## src/miae_pkg.sv

```systemverilog
// ----------------------------------------------------------------------------
// miae_pkg
// shared types, opcode codes and helpers for the integer execute unit
// ----------------------------------------------------------------------------
package miae_pkg;

   localparam logic [5:0] OP_SPECIAL  = 6'h00;
   localparam logic [5:0] OP_ADDI     = 6'h08;
   localparam logic [5:0] OP_ADDIU    = 6'h09;
   localparam logic [5:0] OP_SLTI     = 6'h0a;
   localparam logic [5:0] OP_SLTIU    = 6'h0b;
   localparam logic [5:0] OP_ANDI     = 6'h0c;
   localparam logic [5:0] OP_ORI      = 6'h0d;
   localparam logic [5:0] OP_XORI     = 6'h0e;
   localparam logic [5:0] OP_LUI      = 6'h0f;
   localparam logic [5:0] OP_SPECIAL3 = 6'h1f;

   localparam logic [5:0] FN_SLL   = 6'h00;
   localparam logic [5:0] FN_SRL   = 6'h02;
   localparam logic [5:0] FN_SRA   = 6'h03;
   localparam logic [5:0] FN_SLLV  = 6'h04;
   localparam logic [5:0] FN_SRLV  = 6'h06;
   localparam logic [5:0] FN_SRAV  = 6'h07;
   localparam logic [5:0] FN_MOVZ  = 6'h0a;
   localparam logic [5:0] FN_MOVN  = 6'h0b;
   localparam logic [5:0] FN_MFHI  = 6'h10;
   localparam logic [5:0] FN_MTHI  = 6'h11;
   localparam logic [5:0] FN_MFLO  = 6'h12;
   localparam logic [5:0] FN_MTLO  = 6'h13;
   localparam logic [5:0] FN_CLZ   = 6'h16;
   localparam logic [5:0] FN_CLO   = 6'h17;
   localparam logic [5:0] FN_MULT  = 6'h18;
   localparam logic [5:0] FN_MULTU = 6'h19;
   localparam logic [5:0] FN_DIV   = 6'h1a;
   localparam logic [5:0] FN_DIVU  = 6'h1b;
   localparam logic [5:0] FN_MADD  = 6'h1c;
   localparam logic [5:0] FN_MADDU = 6'h1d;
   localparam logic [5:0] FN_ADD   = 6'h20;
   localparam logic [5:0] FN_ADDU  = 6'h21;
   localparam logic [5:0] FN_SUB   = 6'h22;
   localparam logic [5:0] FN_SUBU  = 6'h23;
   localparam logic [5:0] FN_AND   = 6'h24;
   localparam logic [5:0] FN_OR    = 6'h25;
   localparam logic [5:0] FN_XOR   = 6'h26;
   localparam logic [5:0] FN_NOR   = 6'h27;
   localparam logic [5:0] FN_SLT   = 6'h2a;
   localparam logic [5:0] FN_SLTU  = 6'h2b;
   localparam logic [5:0] FN_MAX   = 6'h2c;
   localparam logic [5:0] FN_MIN   = 6'h2d;
   localparam logic [5:0] FN_MSUB  = 6'h2e;
   localparam logic [5:0] FN_MSUBU = 6'h2f;

   // special3 functions and bit-shuffle selectors
   localparam logic [5:0] FN3_EXT   = 6'h00;
   localparam logic [5:0] FN3_INS   = 6'h04;
   localparam logic [5:0] FN3_BSHFL = 6'h20;
   localparam logic [4:0] SEL_WSBH   = 5'd2;
   localparam logic [4:0] SEL_WSBW   = 5'd3;
   localparam logic [4:0] SEL_SEB    = 5'd16;
   localparam logic [4:0] SEL_BITREV = 5'd20;
   localparam logic [4:0] SEL_SEH    = 5'd24;

   // rs or sa field value that turns a right shift into a rotate
   localparam logic [4:0] ROT_SEL = 5'd1;

   // back-end operation classes
   localparam logic [2:0] K_SIMPLE = 3'd0;
   localparam logic [2:0] K_MFHI   = 3'd1;
   localparam logic [2:0] K_MFLO   = 3'd2;
   localparam logic [2:0] K_MTHI   = 3'd3;
   localparam logic [2:0] K_MTLO   = 3'd4;
   localparam logic [2:0] K_MUL    = 3'd5;
   localparam logic [2:0] K_DIV    = 3'd6;

   localparam int QDEPTH = 2;

   typedef struct packed {
      logic [31:0] instruction;
      logic [31:0] rs_value;
      logic [31:0] rt_value;
   } req_type;

   typedef struct packed {
      logic        write_enable;
      logic [4:0]  dest_reg;
      logic [31:0] dest_value;
      logic        unsupported;
      logic [31:0] hi_value;
      logic [31:0] lo_value;
   } rsp_type;

   // classified item handed from front to back
   typedef struct packed {
      logic [2:0]  kind;
      logic        wr;
      logic [4:0]  dst;
      logic [31:0] val;
      logic        bad;
      logic        sgn;   // signed multiply or divide
      logic        acc;   // accumulate
      logic        sub;   // subtract from accumulator
      logic [31:0] a;
      logic [31:0] b;
   } op_type;

   function automatic logic [31:0] rot_r(input logic [31:0] x, input logic [4:0] s);
      rot_r = (x >> s) | (x << (6'd32 - {1'b0, s}));
   endfunction

   function automatic logic [31:0] lead_zeros(input logic [31:0] x);
      logic [5:0] n;
      n = 6'd32;
      for (int i = 0; i < 32; i++) begin
         if (x[i]) n = 6'(31 - i);
      end
      lead_zeros = {26'd0, n};
   endfunction

endpackage

```

## src/miae_queue.sv

```systemverilog
// ----------------------------------------------------------------------------
// miae_queue
// two-entry fifo between the decode front and the execute back
// ----------------------------------------------------------------------------
module miae_queue (
   input  logic             clock,
   input  logic             reset,
   input  logic             push,
   input  miae_pkg::op_type push_data,
   output logic             full,
   input  logic             pop,
   output logic             not_empty,
   output miae_pkg::op_type pop_data
);
   import miae_pkg::*;

   op_type     mem_ff [QDEPTH];
   logic       wp_ff, wp_in, rp_ff, rp_in;
   logic [1:0] cnt_ff, cnt_in;

   assign full      = (cnt_ff == 2'(QDEPTH));
   assign not_empty = (cnt_ff != 2'd0);
   assign pop_data  = mem_ff[rp_ff];

   always_comb begin
      wp_in  = wp_ff + 1'(push);
      rp_in  = rp_ff + 1'(pop);
      cnt_in = cnt_ff + 2'(push) - 2'(pop);
   end

   always_ff @(posedge clock) begin
      if (reset) begin
         wp_ff  <= 1'b0;
         rp_ff  <= 1'b0;
         cnt_ff <= 2'd0;
      end else begin
         wp_ff  <= wp_in;
         rp_ff  <= rp_in;
         cnt_ff <= cnt_in;
      end
      if (push) mem_ff[wp_ff] <= push_data;
   end

endmodule

```

## config.mk

```make
export PLATFORM = sky130hd
export DESIGN_NAME = miae_queue
export DESIGN_NICKNAME = d
export VERILOG_FILES = /design/src/miae_pkg.sv /design/src/miae_queue.sv
export SDC_FILE = /design/constraint.sdc
export NUM_CORES = 1
export LEC_CHECK = 0
export ABC_CLOCK_PERIOD_IN_PS = 5700
export BUFFER_PORTS_ARGS = -buffer_cell sky130_fd_sc_hd__buf_2
export CAP_MARGIN = 20
export CORE_ASPECT_RATIO = 1.4
export CORE_MARGIN = 5
export CORE_UTILIZATION = 35
export DETAILED_ROUTE_END_ITERATION = 6
export MAX_ROUTING_LAYER = met4
export SLEW_MARGIN = 20
export SYNTH_ARGS = -nofsm -noshare
export SYNTH_HDL_FRONTEND = slang
export SYNTH_SLANG_ARGS = --single-unit
```

## constraint.sdc

```tcl
create_clock -name clock -period 5.7 [get_ports clock]
set_input_delay 0.57 -clock clock [delete_from_list [all_inputs] [get_ports clock]]
set_output_delay 0.57 -clock clock [all_outputs]
set_load 0.02 [all_outputs]
```

After elaboration in Yosys (flattened, before gate mapping)
Memory sizes are Yosys's and may differ from the RTL's. A register that Yosys moved wholly into a read port is not among the register bits.
Index checks and enable logic that the tools add are counted.
{"block": "totals", "ff_bits": 4, "ram_bits": 218, "input_bits": 113, "out_inout_bits": 111, "word_cells": 13, "n_memories": 1}
{"block": "op_classes", "n_addsub": 4, "n_eq_ne": 1, "mux": 3, "reduce_logical": 1}
{"name": "mem_ff", "depth": 2, "width": 109, "read_ports": 1, "rd_clocked_by_memory_dff": 1, "write_ports": 1, "line_no": "miae_queue.sv:17", "text": "op_type mem_ff [QDEPTH];"}
{"op": "$mux W1", "count": 3}
{"op": "$add A1 B1 Y1", "count": 2}
{"op": "$add A2 B1 Y2", "count": 1}
{"op": "$eq A2 B2 Y1 const B", "count": 1}
{"op": "$reduce_bool A2 Y1", "count": 1}
{"op": "$sub A2 B1 Y2", "count": 1}

Depth between registers and ports, before layout
{"block": "depth", "depth_word": 2, "ltp_mapped": 6, "depth_no_buf": 6}

Worst setup path before layout
No wires, ideal clock.
{"block": "synth_timing", "kind": "input port to flip-flop", "from": "input port push", "to": "memory mem_ff[0][0] in the netlist's numbering, enable pin", "setup_time_ns": 0.481, "arrival_ns": 3.141, "required_time_ns": 5.219, "slack_ns": 2.078, "path_stages": 1, "path_buffers": 0, "path_cell_list": "ha_1"}
{"block": "synth_via", "elab_chain_len": 2}
{"item": "start: declaration", "line_no": "miae_queue.sv:8", "text": "input logic push,"}
{"item": "$mux W1", "line_no": "miae_queue.sv:41", "text": "if (push) mem_ff[wp_ff] <= push_data;"}
{"item": "$mux W1 (not written as such)", "line_no": "miae_queue.sv:41"}
{"item": "end: declaration", "line_no": "miae_queue.sv:17"}
Every way passes these cells.

==> reports/metrics.cfg <==
[synth]
syn_nets=475
synth_common_cells=edfxtp_1, mux2_4, buf_12, mux2_2
yosysTopAreaCell=edfxtp_1
yosysMostFrequentCell=edfxtp_1
synth_edf_count=218
ys_ff_latch=222
ys_top_cells_by_area=edfxtp_1, mux2_4, buf_12
synth_flop_cell=edfxtp_1
syn-cell-area_mm2=0.008568
yosysWarnings=0
async_flop_share_pct=0
netlist_instances=358
synth.distinct_cells=14
synth.avg_cell_area_um2=23.93
seq_area_frac_synth_pct=77.34
synth_top_area_share_pct=76.40

[hold_path]
hold_path_startpoint=push_data[91]
hp-class=input pin to register

[drt]
via_per_inst=4.381
drtIter0Drc=87
vias=4048
drc=0
first_pass_iters=4
drt_wl_total_um=15890
wl_per_cell_um=17.20
drtAntennaViolNets=0

[timing]
period_share_pct=53.98
finalCriticalPeriod_ns=3.077
slew_headroom_pct=36.40
max_freq_mhz=325.0
slew_violations=0
fin_ws_ns=2.623
tns_ns=0
setup_viol=0
tightest_slew_ns=0.9540
grt_setup_unrepaired=no
finClkSkew_ns=0.005804
hold_viol=0

[setup_path]
start_kind=register
r2r_start=wp_ff
critical_path_class=register to output pin
crit_start=rp_ff
endpoint_kind=output pin
required_ns=5.13
critPathArrivalTime_ns=2.51
worstPathMaxFanout=65

[placement]
placed_cells=882
portBuffers=223
pre_cts_slack_ns=3.014
dp_hpwl_um=10880
globalplace.congestion=0.7345
placed_area_mm2=0.009920

[layout]
area_growth_pct=24.20
nFillCells=2115
layout-drive-gt1-share_pct=60.72
nNetsFinal=713
stdcell_count=924
stdcell_area_mm2=0.01064

[global_routing]
grt_pass1_wl_um=23300
use_met3_pct=3.058
overflow=0
grt_pass1_vias=4481
gr-usage-met1_pct=11.30
antenna_found_initial=3
track_usage_pct=11.10
grtUsageMet2_pct=20.34
globalRoute.busiestLayer=met2
grt_max_degree=66

[clock_tree]
clkSinkCount=222
cts.clk_slew.worst_paths_ns=0.06
cts_tree=done
cts_resized=0
cts-root-buf=clkbuf_16
cts_made_buffers=22
clkLatencyLatePin_ns=0.49
htreeDepth=1
cts_setup_buffers=0
cts_max_path_buffers=3
holdBufCountCts=0

[flow_run]
drv_cap=0

[power]
p_per_area_mw_per_mm2=363.0
finalPower_mw=3.863
total_leakage_power_nw=4.185
ir_worst_vdd_mv=0.2664

[floorplan]
die_h_um=195.1
die-area_mm2=0.02775
core_mm2=0.02406
die_w_um=142.2
rows=67
io_pins=224
start_util_pct=35.61

[run_status]
status=finished, final reports clean

-- state kept, by name, summed over array words and instances (netlist names) --
name,cells
cnt_ff,2
rp_ff,1
mem_ff,218
wp_ff,1
-- cell usage in the layout, fill, tap and decap left out --
master / n
buf_2: 223
edfxtp_1: 218
mux2_4: 100
clkbuf_16: 23
mux2_2: 9
clkbuf_1: 6
clkinv_2: 5
diode_2: 3
inv_1: 3
nor2_1: 3
dfxtp_1: 3
nor2b_1: 2
ha_1: 2
ha_4: 2
bufinv_16: 2
clkbuf_8: 2
buf_4: 2
or2_2: 1
xnor2_1: 1
xnor3_1: 1
clkinv_1: 1
buf_12: 1
dfxtp_4: 1
-- worst max-delay path, stage by stage, from the launching register on --
cell and delay (ns):
dfxtp_4 0.87, buf_12 0.44, mux2_4 0.36, buf_2 0.16
-- path summary, 6_finish.rpt --
check	depth (start not counted)	slack, ns	to
worst min register to register	3	0.62	wp_ff
worst max register to register	3	3.44	mem_ff[0][46]
worst max-delay path	3	2.62	pop_data[86]
worst min-delay path	1	0.26	mem_ff[0][91]
-- power breakdown --
part | switching [mW] | leakage (nW) | internal [mW] | total [mW]
clock network | 0.548 | 0.354 | 0.853 | 1.40
registers | 0.0403 | 2.08 | 1.91 | 1.95
logic | 0.277 | 1.75 | 0.236 | 0.513
total | 0.865 | 4.18 | 3.00 | 3.86
-- through the flow --
stage / util, % / hold WS, ns
6_report: 44.23 / 0.2650
5_1_grt: 44.23 / 0.2382
4_1_cts: 44.20 / 0.2322
3_5_place_dp: 41.23 / 0.6168
3_3_place_gp: 41.23 / 0.5959
2_1_floorplan: - / 0.5195
-- final cells by class --
type | count | area [um^2] | area share [%]
sequential | 222 | 6630 | 62.30
multi-input combinational | 121 | 1739 | 16.34
timing repair buffer | 226 | 1151 | 10.82
clock buffer | 31 | 625.6 | 5.879
tap | 310 | 387.9 | 3.645
clock inverter | 8 | 88.84 | 0.8348
inverter | 3 | 11.26 | 0.1058
antenna | 3 | 7.507 | 0.07055
-- cells by family (layout without fill, tap and decap cells) --
group	after synthesis	count (layout)	share of synthesized area, %
xor+xnor	2	2	0.3651
fa+ha+maj	4	4	0.5841
buf+inv	15	268	2.658
other cells	0	3	0
mux	109	109	18.71
simple gates	6	6	0.3505
flops	222	222	77.34
-- metal layers --
metal	share of wire, %	wire length [um]
met4	2.2	355
met5	0	0
met2	55	8674
met3	7.8	1234
met1	35	5627
Note: power is estimated with default switching activity, not from simulation.
